`config.mk`:
```
export PLATFORM = sky130hd
export DESIGN_NAME = encoder_position_velocity_tracker
export DESIGN_NICKNAME = d
export VERILOG_FILES = /design/src/rtl/epvt_pkg.sv /design/src/rtl/epvt_div.sv /design/src/rtl/encoder_position_velocity_tracker.sv
export SDC_FILE = /design/constraint.sdc
export NUM_CORES = 2
export LEC_CHECK = 0
export BUFFER_PORTS_ARGS = -buffer_cell sky130_fd_sc_hd__buf_4
export CAP_MARGIN = 20
export CORE_UTILIZATION = 55
export CTS_CLUSTER_DIAMETER = 50
export DETAILED_ROUTE_END_ITERATION = 6
export PLACE_DENSITY_LB_ADDON = 0.3
export SYNTH_ARGS = -nofsm -noshare
export SYNTH_HDL_FRONTEND = slang
export SYNTH_HIERARCHICAL = 1
export SYNTH_SLANG_ARGS = --single-unit
```
`constraint.sdc`:
```
create_clock -name clk_i -period 13.1 [get_ports clk_i]
set_clock_uncertainty 0.1 [all_clocks]
set_input_delay 1.31 -clock clk_i [delete_from_list [all_inputs] [get_ports clk_i]]
set_output_delay 1.31 -clock clk_i [all_outputs]
set_load 0.01 [all_outputs]
```
`src/rtl/epvt_pkg.sv`:
```
// Shared types and constants for the encoder position and velocity tracker.
`default_nettype none
package epvt_pkg;

  typedef struct packed {
    logic        mode;
    logic [15:0] counter;
    logic [63:0] timestamp_us;
  } in_t;

  typedef struct packed {
    logic signed [40:0] position;
    logic signed [63:0] velocity;
  } out_t;

  localparam int CfgIdxW  = 2;
  localparam int CfgDataW = 32;

  localparam logic [CfgIdxW-1:0] CfgOverflowCount = 2'd0;
  localparam logic [CfgIdxW-1:0] CfgResolution    = 2'd1;
  localparam logic [CfgIdxW-1:0] CfgReverseDir    = 2'd2;

  localparam logic signed [31:0] ResolutionReset = 32'sd65536;

  localparam int PosW  = 41;
  localparam int SumW  = 49;
  localparam int DposW = 48;
  localparam int MagW  = 47;
  localparam int ProdW = 67;
  localparam int TimeW = 64;

  localparam logic signed [SumW-1:0] PosLimit = 49'sd655360000000;
  localparam logic [19:0] UsPerS = 20'd1000000;

  localparam logic signed [63:0] VelMax = 64'sh7FFF_FFFF_FFFF_FFFF;
  localparam logic signed [63:0] VelMin = 64'sh8000_0000_0000_0000;

endpackage
`default_nettype wire

```
`src/rtl/epvt_div.sv`:
```
// Serial restoring divider, one quotient bit per cycle.
`default_nettype none
module epvt_div #(
  parameter int NumW = epvt_pkg::ProdW,
  parameter int DenW = epvt_pkg::TimeW
) (
  input  wire logic            clk_i,
  input  wire logic            rst_ni,
  input  wire logic            start_i,
  input  wire logic [NumW-1:0] num_i,
  input  wire logic [DenW-1:0] den_i,
  output logic                 done_o,
  output logic [NumW-1:0]      quot_o
);

  localparam int CntW = $clog2(NumW + 1);

  logic            busy_q, done_q;
  logic [CntW-1:0] cnt_q;
  logic [DenW-1:0] rem_q;
  logic [NumW-1:0] quo_q;

  logic [DenW:0]   trial;
  logic [DenW+1:0] diff;
  logic            ge;

  assign trial = {rem_q, quo_q[NumW-1]};
  assign diff  = {1'b0, trial} - {2'b00, den_i};
  assign ge    = ~diff[DenW+1];

  always_ff @(posedge clk_i or negedge rst_ni) begin
    if (!rst_ni) begin
      busy_q <= 1'b0;
      done_q <= 1'b0;
      cnt_q  <= '0;
      rem_q  <= '0;
      quo_q  <= '0;
    end else begin
      done_q <= 1'b0;
      if (start_i) begin
        busy_q <= 1'b1;
        cnt_q  <= CntW'(NumW);
        rem_q  <= '0;
        quo_q  <= num_i;
      end else if (busy_q) begin
        rem_q <= ge ? diff[DenW-1:0] : trial[DenW-1:0];
        quo_q <= {quo_q[NumW-2:0], ge};
        cnt_q <= cnt_q - 1'b1;
        if (cnt_q == CntW'(1)) begin
          busy_q <= 1'b0;
          done_q <= 1'b1;
        end
      end
    end
  end

  assign done_o = done_q;
  assign quot_o = quo_q;

endmodule
`default_nettype wire

```
`src/rtl/encoder_position_velocity_tracker.sv`:
```
// Top level: sequencer and datapath of the encoder position and velocity tracker.
// A sample with a velocity update passes the delta, wrap, multiply, position, low and high
// product, 67-step serial divider and saturation steps; one without skips the velocity steps,
// the first sample goes straight to output, and a clear gives no result. Ready only while
// the sequencer is idle; a waiting result holds it in its last step.
// Reset: position, velocity, stored counter and time are zeroed; registers take reset values.
`default_nettype none
module encoder_position_velocity_tracker (
  input  wire logic                          clk_i,
  input  wire logic                          rst_ni,
  input  wire logic                          cfg_we_i,
  input  wire logic [epvt_pkg::CfgIdxW-1:0]  cfg_idx_i,
  input  wire logic [epvt_pkg::CfgDataW-1:0] cfg_data_i,
  input  wire logic                          in_valid_i,
  output logic                               in_ready_o,
  input  wire epvt_pkg::in_t                 in_data_i,
  output logic                               out_valid_o,
  input  wire logic                          out_ready_i,
  output epvt_pkg::out_t                     out_data_o
);

  localparam logic [3:0] S_IDLE  = 4'd0;
  localparam logic [3:0] S_DELTA = 4'd1;
  localparam logic [3:0] S_WRAP  = 4'd2;
  localparam logic [3:0] S_MUL   = 4'd3;
  localparam logic [3:0] S_POS   = 4'd4;
  localparam logic [3:0] S_MLO   = 4'd5;
  localparam logic [3:0] S_MHI   = 4'd6;
  localparam logic [3:0] S_DSTRT = 4'd7;
  localparam logic [3:0] S_DWAIT = 4'd8;
  localparam logic [3:0] S_SAT   = 4'd9;
  localparam logic [3:0] S_EMIT  = 4'd10;

  logic [3:0] state_q, state_d;

  logic [15:0]        oc_q;
  logic signed [31:0] res_q;
  logic               rev_q;

  logic [15:0]                       prev_cnt_q;
  logic [epvt_pkg::TimeW-1:0]        prev_time_q;
  logic signed [epvt_pkg::PosW-1:0]  pos_q;
  logic signed [63:0]                vel_q;

  epvt_pkg::in_t                     item_q;
  logic [16:0]                       draw_q;
  logic signed [17:0]                delta_q;
  logic signed [epvt_pkg::DposW-1:0] dpos_q;
  logic [epvt_pkg::MagW-1:0]         mag_q;
  logic                              neg_q;
  logic [epvt_pkg::TimeW-1:0]        dt_q;
  logic                              tgt_q;
  logic [epvt_pkg::ProdW-1:0]        prod_q;

  logic           out_valid_q;
  epvt_pkg::out_t out_q;

  logic in_xfer, out_xfer;
  logic div_start, div_done;
  logic [epvt_pkg::ProdW-1:0] quot;

  logic signed [17:0] dr, half_s, ocs, dw, dn;
  logic signed [49:0] mul_full;
  logic signed [epvt_pkg::SumW-1:0] pos_sum;
  logic signed [epvt_pkg::DposW-1:0] dpos_abs;
  logic [43:0] plo;
  logic [42:0] phi;

  assign in_ready_o = (state_q == S_IDLE);
  assign in_xfer    = in_valid_i & in_ready_o;
  assign out_xfer   = out_valid_q & out_ready_i;
  assign div_start  = (state_q == S_DSTRT);

  always_comb begin
    dr     = {draw_q[16], draw_q};
    half_s = {3'b000, oc_q[15:1]};
    ocs    = {2'b00, oc_q};
    dw     = dr;
    if (oc_q != 16'd0) begin
      if (dr > half_s) begin
        dw = dr - ocs;
      end else if (dr < -half_s) begin
        dw = dr + ocs;
      end
    end
    dn = rev_q ? -dw : dw;
  end

  assign mul_full = delta_q * res_q;
  assign pos_sum  = {{(epvt_pkg::SumW-epvt_pkg::PosW){pos_q[epvt_pkg::PosW-1]}}, pos_q}
                  + {dpos_q[epvt_pkg::DposW-1], dpos_q};
  assign dpos_abs = dpos_q[epvt_pkg::DposW-1] ? -dpos_q : dpos_q;
  assign plo      = mag_q[23:0] * epvt_pkg::UsPerS;
  assign phi      = mag_q[46:24] * epvt_pkg::UsPerS;

  epvt_div #(
    .NumW(epvt_pkg::ProdW),
    .DenW(epvt_pkg::TimeW)
  ) u_div (
    .clk_i  (clk_i),
    .rst_ni (rst_ni),
    .start_i(div_start),
    .num_i  (prod_q),
    .den_i  (dt_q),
    .done_o (div_done),
    .quot_o (quot)
  );

  always_comb begin
    state_d = state_q;
    case (state_q)
      S_IDLE: begin
        if (in_xfer) begin
          if (in_data_i.mode) begin
            state_d = S_IDLE;
          end else if (prev_time_q == '0) begin
            state_d = S_EMIT;
          end else begin
            state_d = S_DELTA;
          end
        end
      end
      S_DELTA: state_d = S_WRAP;
      S_WRAP:  state_d = S_MUL;
      S_MUL:   state_d = S_POS;
      S_POS:   state_d = tgt_q ? S_MLO : S_EMIT;
      S_MLO:   state_d = S_MHI;
      S_MHI:   state_d = S_DSTRT;
      S_DSTRT: state_d = S_DWAIT;
      S_DWAIT: state_d = div_done ? S_SAT : S_DWAIT;
      S_SAT:   state_d = S_EMIT;
      S_EMIT: begin
        if (!out_valid_q || out_ready_i) begin
          state_d = S_IDLE;
        end
      end
      default: state_d = S_IDLE;
    endcase
  end

  always_ff @(posedge clk_i or negedge rst_ni) begin
    if (!rst_ni) begin
      state_q     <= S_IDLE;
      oc_q        <= '0;
      res_q       <= epvt_pkg::ResolutionReset;
      rev_q       <= 1'b0;
      prev_cnt_q  <= '0;
      prev_time_q <= '0;
      pos_q       <= '0;
      vel_q       <= '0;
      out_valid_q <= 1'b0;
    end else begin
      state_q <= state_d;
      if (cfg_we_i) begin
        case (cfg_idx_i)
          epvt_pkg::CfgOverflowCount: oc_q  <= cfg_data_i[15:0];
          epvt_pkg::CfgResolution:    res_q <= cfg_data_i;
          epvt_pkg::CfgReverseDir:    rev_q <= cfg_data_i[0];
          default: ;
        endcase
      end
      if (in_xfer) begin
        if (in_data_i.mode) begin
          pos_q <= '0;
          vel_q <= '0;
        end else if (prev_time_q == '0) begin
          prev_cnt_q  <= in_data_i.counter;
          prev_time_q <= in_data_i.timestamp_us;
        end
      end
      if (state_q == S_DELTA) begin
        prev_cnt_q  <= item_q.counter;
        prev_time_q <= item_q.timestamp_us;
      end
      if (state_q == S_POS) begin
        if (pos_sum > epvt_pkg::PosLimit || pos_sum < -epvt_pkg::PosLimit) begin
          pos_q <= '0;
        end else begin
          pos_q <= pos_sum[epvt_pkg::PosW-1:0];
        end
      end
      if (state_q == S_SAT) begin
        if (!neg_q) begin
          vel_q <= (quot[epvt_pkg::ProdW-1:63] != '0) ? epvt_pkg::VelMax
                                                      : {1'b0, quot[62:0]};
        end else begin
          vel_q <= (quot[epvt_pkg::ProdW-1:63] != '0) ? epvt_pkg::VelMin
                                                      : -$signed({1'b0, quot[62:0]});
        end
      end
      if (state_q == S_EMIT && (!out_valid_q || out_ready_i)) begin
        out_valid_q <= 1'b1;
      end else if (out_xfer) begin
        out_valid_q <= 1'b0;
      end
    end
  end

  always_ff @(posedge clk_i) begin
    if (in_xfer) begin
      item_q <= in_data_i;
    end
    case (state_q)
      S_DELTA: begin
        draw_q <= {1'b0, item_q.counter} - {1'b0, prev_cnt_q};
        dt_q   <= item_q.timestamp_us - prev_time_q;
        tgt_q  <= item_q.timestamp_us > prev_time_q;
      end
      S_WRAP: delta_q <= dn;
      S_MUL:  dpos_q  <= mul_full[epvt_pkg::DposW-1:0];
      S_POS: begin
        mag_q <= dpos_abs[epvt_pkg::MagW-1:0];
        neg_q <= dpos_q[epvt_pkg::DposW-1];
      end
      S_MLO: prod_q <= {23'd0, plo};
      S_MHI: prod_q <= prod_q + {phi, 24'd0};
      S_EMIT: begin
        if (!out_valid_q || out_ready_i) begin
          out_q.position <= pos_q;
          out_q.velocity <= vel_q;
        end
      end
      default: ;
    endcase
  end

  assign out_valid_o = out_valid_q;
  assign out_data_o  = out_q;

endmodule
`default_nettype wire
```
==> results.cfg <==
[final_layout]
nets = 9764
final_cells = 10220
fin_area_sq_um = 85290
mostFrequentLayoutCells = 1,073 x inv_1, 916 x nand2_1, 731 x fa_1
mostFrequentLayoutCell = inv_1
drive_gt1_share_pct = 7.049
syn_to_final_growth_pct = 9.031

[synth]
avgSynthCellArea_sq_um = 9.582
ys_seq_area_share_pct = 29.09
synthCells = 8164
synthArstFlopShare_pct = 46.16
syn_area_sq_um = 78230
synth_edf_count = 442
synth_top_flop_cell = edfxtp_1
synth_seq_cells = 821
ys_types = 101
synth_warnings = 6

[clocking]
clock_latency_ps = 750
clock_path_buffers = 3
post_cts_resized = 0
cts_tree = built
clockRootBuffer = clkbuf_16
cts_buffers = 102
htree_levels = 3
clk_pin_slew_ps = 60
ctsHoldBuffers = 0
cts.sinks = 821
postCtsSetupBuffers = 0

[die]
pin_count = 227
dieArea_sq_um = 143700
core_area_sq_um = 141400
initial_utilization_pct = 55.32
die_h_um = 379.1
die_w_um = 379.1
rows = 138

[route]
firstDrtPassIters = 6
drt_wl_total_um = 195500
dr_wl_met3_um = 12840
wl_per_cell_um = 19.13
vias = 58910
remaining_drc_errors = 0
viasPerCell = 5.765
wl_met1_um = 86800
dr_wl_met2_um = 90470
detail_route.iter0.violations = 4421
top_layer = met5
ant_nets = 0

[timing]
fmax_mhz = 114.7
maxSlewViolCount = 0
rsz0062_at_grt = no
finalCriticalPeriod_ps = 8720
setup_viol = 0
tightest_slew_ps = 1123
fin_crit_sh_pct = 66.57
whs_ps = 344.6
finalHoldViolCount = 0
slew_headroom_pct = 24.41
setup_tns_ps = 0

[power]
vdd_drop_max_uv = 632.4
power.leakage_nw = 37.92
pwr_density_cell_nw_per_um2 = 282.1
fin_total_pwr_mw = 24.06

[placed_design]
post-dp-hpwl_um = 153800
portBuffers = 226
dp.cells = 10020
placed_area_sq_um = 81660
place.gp.congestion = 0.9433

[setup_path]
worst-path-max-fanout = 7
cp_common_cell = fa_1
max_stage_delay_ps = 580
end_kind = flop
critical_path_class = reg -> reg
slowest_stage = a2111oi_0
cp.required_ps = 13430
crit_arrival_ps = 9050
critPathLaunchType = flop

[global_route]
grt_use_total_pct = 27.82
grt_overflow = 0
grt_pass1_wl_um = 319200
antenna_found_initial = 5
grt_start_max_net_pins = 119
grt_pass1_vias = 60040

[status]
status = finished, final reports clean

[hold_path]
hp-class = reg -> reg

[flow_run]
cap_violations = 0
==> final timing paths <==
check	startpoint	endpoint	slack, ps	cells after the start
setup / recovery	mag_q[25]$_DFFE_PP_	prod_q[66]$_SDFFCE_PN0P_	4380	33
hold / removal	vel_q[4]$_DFFE_PN0P_	out_data_o[4]$_DFFE_PP_	340	0
setup reg to reg	mag_q[25]$_DFFE_PP_	prod_q[66]$_SDFFCE_PN0P_	4380	33
hold reg to reg	vel_q[4]$_DFFE_PN0P_	out_data_o[4]$_DFFE_PP_	340	0
max in group asynchronous	rst_ni	vel_q[37]$_DFFE_PN0P_	9730	4
min in group asynchronous	rst_ni	prev_cnt_q[8]$_DFFE_PN0P_	470	1
==> power by group <==
group / total [mW] / leakage, nW / switching (mW) / internal [mW]
combinational: 17.3 / 27.3 / 9.69 / 7.63
clock: 2.91 / 1.74 / 1.21 / 1.70
sequential: 3.83 / 8.86 / 0.147 / 3.69
total: 24.1 / 37.9 / 11.0 / 13.0
==> critical path: cells and delay by family (launching register included) <==
| family | cells | cell delay (ps) |
|---|---|---|
| fa+ha+maj | 8 | 3490 |
| buf+inv | 4 | 310 |
| compound gates | 14 | 3120 |
| simple gates | 5 | 620 |
| xor+xnor | 2 | 310 |
| flops | 1 | 520 |
==> registers in the layout, indices dropped and copies added (netlist names), 4 cells and up <==
name	count
prev_time_q	64
u_div/rem_q	64
dt_q	64
oc_q	16
prod_q	61
draw_q	17
dpos_q	48
vel_q	64
out_data_o	105
pos_q	41
prev_cnt_q	16
state_q	4
delta_q	18
u_div/quot_o	67
u_div/cnt_q	7
res_q	32
item_q	80
mag_q	47
==> kinds of logic (layout without fill, tap and decap cells) <==
| family | after synthesis | in the layout | synth area share [%] |
|---|---|---|---|
| buffers and inverters | 1398 | 1556 | 6.796 |
| adder cells (fa/ha/maj) | 1407 | 1407 | 29.52 |
| flip-flops | 821 | 821 | 29.09 |
| XOR/XNOR | 426 | 426 | 4.770 |
| multiplexers | 200 | 200 | 2.614 |
| AO/OA/AOI/OAI | 1661 | 1661 | 13.62 |
| other | 1 | 7 | 0.004794 |
| AND/OR/NAND/NOR | 2250 | 2250 | 13.59 |
==> cell type report <==
cell class,count,area (sq um)
fillers,12010,56120
multi-input cells,5950,50290
flip-flops and latches,821,22760
inverters,1074,4031
clock buffers,131,2846
well taps,1890,2365
repair buffers,288,2260
clock inverters,63,733.2
diodes,1,2.502
==> routing by layer <==
| metal | GRT usage, % | vias to the layer above |
|---|---|---|
| met5 | 0 | - |
| met4 | 8.346 | 4 |
| met3 | 4.087 | 320 |
| met2 | 45.35 | 1811 |
| met1 | 38.38 | 28870 |
| li1 | - | 27910 |
==> per-stage QoR <==
stage	util, %	worst slack, ps
after floorplan	-	3216
after global placement	57.70	4389
after detailed placement	57.75	4332
after CTS	60.28	4293
after global routing	60.31	3687
final	60.31	4380
==> cells in the mapped netlist, types with 52 or more instances <==
| library cell | instances | area (sq um) |
|---|---|---|
| and2_1 | 197 | 1232 |
| dfrtp_1 | 378 | 9459 |
| ha_1 | 676 | 8458 |
| nand3_1 | 97 | 485.5 |
| nand4_1 | 58 | 362.9 |
| nor2b_1 | 59 | 369.1 |
| nor4_1 | 64 | 400.4 |
| a211oi_1 | 56 | 420.4 |
| nand2b_1 | 79 | 494.2 |
| a21oi_1 | 404 | 2022 |
| a21o_1 | 168 | 1261 |
| edfxtp_1 | 442 | 13270 |
| fa_1 | 731 | 14630 |
| mux2i_1 | 166 | 1662 |
| nor3_1 | 123 | 615.6 |
| o21ai_0 | 484 | 2422 |
| nor2_1 | 443 | 1663 |
| nand2_1 | 916 | 3438 |
| xor2_1 | 146 | 1279 |
| o21a_1 | 52 | 390.4 |
| inv_1 | 1074 | 4031 |
| xnor2_1 | 280 | 2452 |
| clkbuf_1 | 290 | 1089 |
| a22o_1 | 75 | 656.9 |
No activity file was read; power rests on OpenSTA's default activity.
